**src/rtl/urcp_pkg.sv**
```systemverilog
package urcp_pkg;

  localparam int LINE_LIMIT   = 64;
  localparam int LEN_W        = $clog2(LINE_LIMIT + 1);
  localparam int PREFIX_LEN   = 8;
  localparam int PREFIX_IDX_W = 3;
  localparam int NUM_W        = 16;

  localparam logic [7:0] CH_PLUS  = 8'h2B;
  localparam logic [7:0] CH_CR    = 8'h0D;
  localparam logic [7:0] CH_LF    = 8'h0A;
  localparam logic [7:0] CH_COMMA = 8'h2C;
  localparam logic [7:0] CH_SPACE = 8'h20;
  localparam logic [7:0] CH_ZERO  = 8'h30;
  localparam logic [7:0] CH_NINE  = 8'h39;

  // Word held in the input stage.
  typedef struct packed {
    logic       valid;
    logic [7:0] rx_byte;
  } stage_word_t;

  // Expected text "+NSONMI:" by position.
  function automatic logic [7:0] prefix_char(input logic [PREFIX_IDX_W-1:0] idx);
    logic [7:0] c;
    unique case (idx)
      3'd0:    c = 8'h2B;
      3'd1:    c = 8'h4E;
      3'd2:    c = 8'h53;
      3'd3:    c = 8'h4F;
      3'd4:    c = 8'h4E;
      3'd5:    c = 8'h4D;
      3'd6:    c = 8'h49;
      default: c = 8'h3A;
    endcase
    return c;
  endfunction

endpackage

```
**src/rtl/urcp_in_stage.sv**
```systemverilog
module urcp_in_stage import urcp_pkg::*; (
  input  logic        clk,
  input  logic        rst_n,
  input  logic        in_valid,
  output logic        in_ready,
  input  logic [7:0]  in_rx_byte,
  output stage_word_t stage_o,
  input  logic        take_i
);

  logic       valid_r, valid_nxt;
  logic [7:0] byte_r;

  // Refill in the same cycle the held word moves on.
  assign in_ready  = !valid_r || take_i;
  assign valid_nxt = in_ready ? in_valid : valid_r;

  always_ff @(posedge clk) begin
    if (!rst_n) begin
      valid_r <= 1'b0;
    end else begin
      valid_r <= valid_nxt;
    end
  end

  always_ff @(posedge clk) begin
    if (in_valid && in_ready) begin
      byte_r <= in_rx_byte;
    end
  end

  assign stage_o.valid   = valid_r;
  assign stage_o.rx_byte = byte_r;

endmodule

```
**src/rtl/urcp_parser.sv**
```systemverilog
module urcp_parser import urcp_pkg::*; (
  input  logic             clk,
  input  logic             rst_n,
  input  logic             cfg_wr_en,
  input  logic             cfg_wr_data,
  input  stage_word_t      stage_i,
  output logic             take_o,
  output logic             out_valid,
  input  logic             out_ready,
  output logic [NUM_W-1:0] out_socket_id,
  output logic [NUM_W-1:0] out_byte_count,
  output logic             out_count_present
);

  localparam logic [LEN_W-1:0] LenLimit  = LEN_W'(LINE_LIMIT);
  localparam logic [LEN_W-1:0] LenPrefix = LEN_W'(PREFIX_LEN);
  localparam logic [NUM_W+3:0] NumMax    = {4'd0, {NUM_W{1'b1}}};

  typedef struct packed {
    logic [NUM_W-1:0] acc;
    logic             started;
    logic             done;
  } num_t;

  // Accumulate a digit, skip a leading space, or end the number.
  function automatic num_t num_step(input num_t cur, input logic [7:0] b);
    num_t             res;
    logic [NUM_W+3:0] wide;
    res  = cur;
    wide = ({4'd0, cur.acc} << 3) + ({4'd0, cur.acc} << 1) + (NUM_W+4)'(b - CH_ZERO);
    if (b >= CH_ZERO && b <= CH_NINE) begin
      res.acc     = (wide > NumMax) ? {NUM_W{1'b1}} : wide[NUM_W-1:0];
      res.started = 1'b1;
    end else if (b == CH_SPACE && !cur.started) begin
      res.done = cur.done;
    end else begin
      res.done = 1'b1;
    end
    return res;
  endfunction

  logic             en_r;
  logic             prev_nl_r, prev_nl_nxt;
  logic             in_notice_r, in_notice_nxt;
  logic [LEN_W-1:0] len_r, len_nxt;
  logic             match_r, match_nxt;
  logic             comma_r, comma_nxt;
  num_t             sock_r, sock_nxt;
  num_t             cnt_r, cnt_nxt;

  logic             out_valid_r, out_valid_nxt;
  logic [NUM_W-1:0] sock_out_r, cnt_out_r;
  logic             present_out_r;

  logic       fire;
  logic       emit;
  logic       active;
  logic [7:0] b;

  assign b      = stage_i.rx_byte;
  assign take_o = stage_i.valid && (!out_valid_r || out_ready);
  assign fire   = take_o;
  assign active = in_notice_r || (prev_nl_r && b == CH_PLUS);

  always_comb begin
    prev_nl_nxt   = prev_nl_r;
    in_notice_nxt = in_notice_r;
    len_nxt       = len_r;
    match_nxt     = match_r;
    comma_nxt     = comma_r;
    sock_nxt      = sock_r;
    cnt_nxt       = cnt_r;
    emit          = 1'b0;
    if (fire) begin
      prev_nl_nxt   = (b == CH_LF);
      in_notice_nxt = active;
      if (active) begin
        priority if (b == CH_CR) begin
          emit          = en_r && (len_r >= LenPrefix) && match_r;
          in_notice_nxt = 1'b0;
          len_nxt       = '0;
          match_nxt     = 1'b1;
          comma_nxt     = 1'b0;
          sock_nxt      = '0;
          cnt_nxt       = '0;
        end else if (b == CH_LF || len_r >= LenLimit) begin
          // drop: not stored, not parsed
          len_nxt = len_r;
        end else begin
          len_nxt = len_r + 1'b1;
          if (len_r < LenPrefix) begin
            if (b != prefix_char(len_r[PREFIX_IDX_W-1:0])) begin
              match_nxt = 1'b0;
            end
          end else if (!sock_r.done) begin
            sock_nxt = num_step(sock_r, b);
          end
          if (b == CH_COMMA) begin
            comma_nxt = 1'b1;
            cnt_nxt   = '0;
          end else if (comma_r && !cnt_r.done) begin
            cnt_nxt = num_step(cnt_r, b);
          end
        end
      end
    end
  end

  assign out_valid_nxt = (fire && emit) ? 1'b1 : (out_ready ? 1'b0 : out_valid_r);

  always_ff @(posedge clk) begin
    if (!rst_n) begin
      en_r        <= 1'b0;
      prev_nl_r   <= 1'b1;
      in_notice_r <= 1'b0;
      len_r       <= '0;
      match_r     <= 1'b1;
      comma_r     <= 1'b0;
      sock_r      <= '0;
      cnt_r       <= '0;
      out_valid_r <= 1'b0;
    end else begin
      if (cfg_wr_en) begin
        en_r <= cfg_wr_data;
      end
      prev_nl_r   <= prev_nl_nxt;
      in_notice_r <= in_notice_nxt;
      len_r       <= len_nxt;
      match_r     <= match_nxt;
      comma_r     <= comma_nxt;
      sock_r      <= sock_nxt;
      cnt_r       <= cnt_nxt;
      out_valid_r <= out_valid_nxt;
    end
  end

  always_ff @(posedge clk) begin
    if (fire && emit) begin
      sock_out_r    <= sock_r.acc;
      cnt_out_r     <= comma_r ? cnt_r.acc : '0;
      present_out_r <= comma_r;
    end
  end

  assign out_valid         = out_valid_r;
  assign out_socket_id     = sock_out_r;
  assign out_byte_count    = cnt_out_r;
  assign out_count_present = present_out_r;

endmodule

```
**src/rtl/modem_urc_notice_parser.sv**
```systemverilog
// A word accepted into the input register is parsed in the parser stage, and a closing
//   carriage return loads its notice into the result register. The parser takes one
//   receive word per cycle while no notice waits; the line parse state advances once
//   per word, and the parser stalls while a notice waits to be taken.
// Reset (rst_n low, synchronous): both stages empty, notices disabled, and the
//   parser treats the next byte as the first byte of a line.
module modem_urc_notice_parser import urcp_pkg::*; (
  input  logic             clk,
  input  logic             rst_n,
  input  logic             cfg_wr_en,
  input  logic             cfg_wr_data,
  input  logic             in_valid,
  output logic             in_ready,
  input  logic [7:0]       in_rx_byte,
  output logic             out_valid,
  input  logic             out_ready,
  output logic [NUM_W-1:0] out_socket_id,
  output logic [NUM_W-1:0] out_byte_count,
  output logic             out_count_present
);

  // Word sitting in the input register, and the parser's pull on it.
  stage_word_t stage;
  logic        take;

  // Input register: capture one receive byte per cycle; hold it while the
  // result register is blocked.
  urcp_in_stage u_in (
    .clk        (clk),
    .rst_n      (rst_n),
    .in_valid   (in_valid),
    .in_ready   (in_ready),
    .in_rx_byte (in_rx_byte),
    .stage_o    (stage),
    .take_i     (take)
  );

  // Parser: track line starts, match the "+NSONMI:" prefix, accumulate the
  // socket and count fields, and load the result register on the closing
  // carriage return when notices are enabled.
  urcp_parser u_parse (
    .clk               (clk),
    .rst_n             (rst_n),
    .cfg_wr_en         (cfg_wr_en),
    .cfg_wr_data       (cfg_wr_data),
    .stage_i           (stage),
    .take_o            (take),
    .out_valid         (out_valid),
    .out_ready         (out_ready),
    .out_socket_id     (out_socket_id),
    .out_byte_count    (out_byte_count),
    .out_count_present (out_count_present)
  );

endmodule

```
**config.mk**
```make
export PLATFORM = sky130hd
export DESIGN_NAME = modem_urc_notice_parser
export DESIGN_NICKNAME = d
export VERILOG_FILES = /design/src/rtl/urcp_pkg.sv /design/src/rtl/urcp_in_stage.sv /design/src/rtl/urcp_parser.sv /design/src/rtl/modem_urc_notice_parser.sv
export SDC_FILE = /design/constraint.sdc
export NUM_CORES = 1
export LEC_CHECK = 0
export BUFFER_PORTS_ARGS = -buffer_cell sky130_fd_sc_hd__buf_2
export CORE_MARGIN = 2
export CORE_UTILIZATION = 55
export CTS_BUF_LIST = sky130_fd_sc_hd__clkbuf_8
export DETAILED_ROUTE_END_ITERATION = 8
export PLACE_DENSITY = 0.82
export REMOVE_ABC_BUFFERS = 1
export SKIP_LAST_GASP = 1
export SYNTH_ARGS = -nofsm -noshare
export SYNTH_HDL_FRONTEND = slang
export SYNTH_HIERARCHICAL = 1
export SYNTH_SLANG_ARGS = --single-unit
```
**constraint.sdc**
```tcl
create_clock -name clk -period 10.7 [get_ports clk]
set_input_delay 0.535 -clock clk [delete_from_list [all_inputs] [get_ports clk]]
set_output_delay 0.535 -clock clk [all_outputs]
set_load 0.05 [all_outputs]
```
# ---- After elaboration in Yosys (flattened, before gate mapping)
# Cells that the tools add are included.
dict set report classes {
  n_addsub 6
  magnitude_cmp 7
  n_eq_ne 17
  mux 38
  reduce_logical 35
}
# operator n
set op_table {}
lappend op_table {{$mux 18} 8}
lappend op_table {{$pmux 7 s6} 1}
lappend op_table {{$add 19x17->20} 2}
lappend op_table {{$add 20x20->20} 2}
lappend op_table {{$gt 20x16->1 const B} 2}
lappend op_table {{$mux 8} 5}
lappend op_table {{$mux 17} 2}
lappend op_table {{$mux 16} 2}
lappend op_table {{$eq 8x6->1 const B} 3}
lappend op_table {{$mux 1} 18}
lappend op_table {{$eq 8x4->1 const B} 2}
lappend op_table {{$mux 7} 2}
lappend op_table {{$reduce_and 6->1} 2}
lappend op_table {{$logic_and 1x1->1} 10}
lappend op_table {{$reduce_and 5->1} 2}
lappend op_table {{$reduce_bool 2->1} 5}
lappend op_table {{$eq 3x3->1 const B} 3}
lappend op_table {{$sub 8x6->9 const B} 1}
lappend op_table {{$ge 8x6->1 const B} 1}
lappend op_table {{$le 8x6->1 const B} 1}
lappend op_table {{$ne 8x8->1} 1}
lappend op_table {{$reduce_and 4->1} 2}
lappend op_table {{$add 7x1->7 const B} 1}
lappend op_table {{$ge 7x4->1 const B} 1}
lappend op_table {{14 further kinds} 24}
dict set report totals {
  reg_bits 91
  in_bits 14
  word_cells 121
}

# ---- Longest topological paths before layout
dict set report depth {
  word_depth 13
  mapped_depth 14
  ltp_nobuf 12
}

# ---- Hierarchy
# Netlist, hierarchy kept.
# mod n_inst cells_per_inst area_per_inst_um2 seq_area_each_um2
set by_module_without_submodules {}
lappend by_module_without_submodules {urcp_parser 1 642 6093.3 1971.9}
lappend by_module_without_submodules {urcp_in_stage 1 14 305.3 260.2}

# ---- Least setup slack after synthesis
# Ideal clock, no wire load.
dict set report synth_path {
  path_type {register to register}
  from {register u_in.byte_r[5]}
  to {register u_parse/sock_r[4] (netlist name)}
  setup_ps 134
  arrival_time_ps 5476
  t_required_ps 10566
  setup_slack_ps 5090
  path_stages_with_launch 13
  path_cell_list {edfxtp_1 -> ha_1 -> nor3_1 -> fa_1 -> ha_1 -> a211o_1 -> a31o_1 -> o2111ai_2 -> a21oi_1 -> or4_4 -> nor3_4 -> buf_6 -> a211oi_1}
}
dict set report synth_between {
  elab_chain_len 9
}
# element line_no
set synth_rtl {}
lappend synth_rtl {{start: declaration} urcp_in_stage.sv:12} ;# logic [7:0] byte_r;
lappend synth_rtl {{start signal: assignment} urcp_in_stage.sv:28} ;# byte_r <= in_rx_byte;
lappend synth_rtl {{$sub 8x6->9} urcp_parser.sv:30} ;# wide = ({4'd0, cur.acc} << 3) + ({4'd0, cur.acc} << 1) + (NUM_W+4)'(b - CH_ZERO);
lappend synth_rtl {{$add 20x20->20} urcp_parser.sv:30}
lappend synth_rtl {{$gt 20x16->1} urcp_parser.sv:32} ;# res.acc = (wide > NumMax) ? {NUM_W{1'b1}} : wide[NUM_W-1:0];
lappend synth_rtl {{$mux 16} urcp_parser.sv:32}
lappend synth_rtl {{$mux 17} urcp_parser.sv:31} ;# if (b >= CH_ZERO && b <= CH_NINE) begin
lappend synth_rtl {{$mux 18} urcp_parser.sv:95} ;# end else if (!sock_r.done) begin
lappend synth_rtl {{$mux 18} urcp_parser.sv:91} ;# if (len_r < LenPrefix) begin
lappend synth_rtl {{$mux 18} urcp_parser.sv:86} ;# end else if (b == CH_LF || len_r >= LenLimit) begin
lappend synth_rtl {{$mux 18} urcp_parser.sv:78} ;# priority if (b == CH_CR) begin
lappend synth_rtl {{end signal: assignment} urcp_parser.sv:131} ;# sock_r <= sock_nxt;
lappend synth_rtl {{end: declaration} urcp_parser.sv:48} ;# num_t sock_r, sock_nxt;
# Parallel ways exist; a longest one is shown, timed or not. The select of a mux whose other input is x is not followed.
# A chain may end at the register's enable or synchronous reset.

# ---- Worst setup path in the final report
dict set report layout_path {
  from {register u_in.byte_r[5]}
  to {register u_parse/sock_r[16] (netlist name)}
}
# Same word-level chain as after synthesis.

==> metrics.md <==
| Metric | Value |
|---|---|
| CTS Hold Bufs | 0 |
| Number of slew-limit violations in the final report | 0 |
| Worst-case vdd ir drop | 0.0607 mV |
| Via count of the first global-routing pass | 5098 |
| Final antenna-violating net count | 0 |
| GRT Resource Usage Total | 23.8% |
| Clock transition time at the flip-flop clock pins of the worst setup and hold paths | 90 ps |
| Fill cell total of the finished layout | 935 |
| Part of the cycle the worst path needs | 42.1% |
| Main flop type after synthesis | dfxtp_1 |
| Global-route congestion overflow total | 0 |
| Antenna Diode Count | 0 |
| Timing startpoint of the critical path | u_in/byte_r[5] |
| Max Buffers Root-to-Sink | 2 |
| Fmax | 0.222 GHz |
| CP Data Required Time | 10920 ps |
| Buffer cell driving the clock tree root | clkbuf_8 |
| Global placer's final weighted congestion | 0.904 |
| Yosys warning total | 6 |
| Chip Height | 112 µm |
| Most common library cell in the layout ignoring fill and taps | a21oi_1 |
| Run status | finished, final reports clean |
| Via Count | 5163 |
| Depth of the worst hold-timing path | 1 |
| Width of the die | 112 µm |
| Clock net sink count | 91 |
| Final worst slack | 6190 ps |
| Global-route wire length before repair | 24400 µm |
| Post-synthesis cell area | 0.00640 mm² |
| Maximum fanout along the worst path | 22 |
| Worst slew margin relative to its limit | 37.1% |
| Cells on worst reg2reg path | 12 |
| Top Ports | 49 |
| Initial DRT Pass Iterations | 6 |
| Unrepaired setup endpoints after global routing | no |
| Clock tree from TritonCTS | built |
| Cts repair resizes | 0 |
| Number of buffers created by CTS | 9 |
| Async set-reset flop share out of synthesis | 0% |
| Min-delay worst type | in -> reg |
| P_leak | 0.00293 µW |
| Crit start category | register |
| Largest clock skew in the final design | 9.60 ps |
| Via-to-Cell Ratio | 6.15 |
| Final HPWL DP | 10600 µm |
| Post-route setup TNS | 0 ps |
| Total setup buffers inserted after CTS | 0 |
| Initial antenna violation count | 0 |
| Count of endpoints failing setup in the final report | 0 |
| Cell row count | 39 |
| Maximum number of pins on one net before global-route repair | 35 |
| Final WL | 14500 µm |
| Worst setup EP type | register |
| Nets | 785 |
| Final Power | 687 µW |
| Syn Inst Count | 656 |
| Latest clock arrival within the worst-skew pair | 370 ps |
| Launch point of the worst hold path | in_rx_byte[4] |
| Area overhead of the layout relative to synthesis | 8.08% |
| CP arrival | 4730 ps |
| Power per standard cell area | 99.4 mW/mm² |
| Post-synthesis cell type count | 73 |
| Worst flop-to-flop path startpoint | u_in/byte_r[5] |
| Largest area contributor in the netlist | edfxtp_1 |
| Average footprint of a synthesized cell | 9.75 µm² |
| Shortest clock period the worst path allows after layout | 4510 ps |
| Effective utilization at floorplan | 56.3% |
| Top library cells by usage in the layout, fill and taps aside | 66 x a21oi_1, 50 x dfxtp_1, 50 x ha_1 |
| Count of unresolved DRC violations after routing | 0 |
| Total of max-cap violations | 0 |
| PortBufs | 48 |
| Initial detailed-routing violation count | 318 |
| Yosys top cell area share | 19.2% |
| Count of flip-flops with a built-in enable after synthesis | 41 |
| Type of the worst setup path | reg -> reg |
| Post-synthesis sequential area ratio | 34.9% |
| Die Area | 0.0125 mm² |
| Area of the placeable core | 0.0114 mm² |
| Slew at the pin closest to its max-slew limit | 941 ps |
| Fin. Hold Viols | 0 |
| Flops & latches, synth | 91 |
| Final core utilization | 60.8% |
| H-Tree Depth | 3 |
| Placement Setup Slack | 6240 ps |
| Routed wire per std cell | 17.2 µm |
| Leading cell types by total area after synthesis | edfxtp_1 19%, dfxtp_1 16%, ha_1 9.8%, fa_1 9.4%, a21oi_1 5.2% |
| Fraction of layout instances using a drive strength above 1 | 12.5% |
-- critical path, stage by stage, from the launching register on --
cell and delay [ps]:
edfxtp_1 500, ha_1 290, nor3_2 120, buf_4 370, fa_1 490, ha_1 380
a211o_1 320, a31o_1 230, o2111ai_2 210, a21oi_1 100, or4_4 560, nor3_4 580
a311oi_1 180
-- layout make-up --
cell class	count	area, µm²	area share, %
well taps	143	179	2.59
inverters	27	101	1.47
clock buffers	10	138	1.99
repair buffers	52	270	3.91
clock inverters	6	62.6	0.905
multi-input cells	510	3930	56.9
flip-flops and latches	91	2230	32.3
-- per-layer routing --
metal / track usage (%) / part of all wire [%] / vias up
li1: - / - / 2513
met1: 30.2 / 43 / 2454
met2: 40.8 / 49 / 171
met3: 3.21 / 5.7 / 25
met4: 10.4 / 2.3 / 0
met5: 0 / 0 / -
-- through the flow --
stage / std cells / area (µm²) / hold slack (ps)
4_1_cts: 839 / 6920 / 318
3_3_place_gp: 823 / 6720 / 444
5_1_grt: 839 / 6920 / 322
2_1_floorplan: 628 / 6260 / 431
6_report: 839 / 6920 / 331
3_5_place_dp: 823 / 6720 / 474
-- Yosys cell counts (all sizes together) (14+ instances only) --
cell type  count
inv           27
dfxtp         50
o21ai         41
a211oi        26
nand3         16
a21oi         67
xor2          14
fa            30
nor2          35
and2          23
nand2         40
ha            50
xnor2         16
edfxtp        41
clkbuf        16
-- logic make-up after synthesis --
group	synth area share [%]
DFF	34.9
xor gates and xnor gates	4.11
adders and majority gates	19.2
buffers and inverters	3.81
AOI/OAI and AO/OA	22.0
and+or+nand+nor	15.8
muxes	0.313
-- state kept, by name, summed over array words and instances (netlist names), 7 cells and up --
register                flops
u_parse/out_socket_id      16
u_in/byte_r                 8
u_parse/len_r               7
u_parse/cnt_r              18
u_parse/out_byte_count     16
u_parse/sock_r             18
-- report_power, final --
group,switching (µW),internal (µW),total [µW]
Combinational,47.5,29.0,76.6
Clock,128,115,242
Sequential,4.80,363,368
-- worst paths after layout --
path | end | slack [ps]
max | u_parse/sock_r[16] | 6190
min reg2reg | u_parse/cnt_r[0] | 490
min | u_in/byte_r[4] | 330
max reg2reg | u_parse/sock_r[16] | 6190
Power figures use the tool's default switching activity.
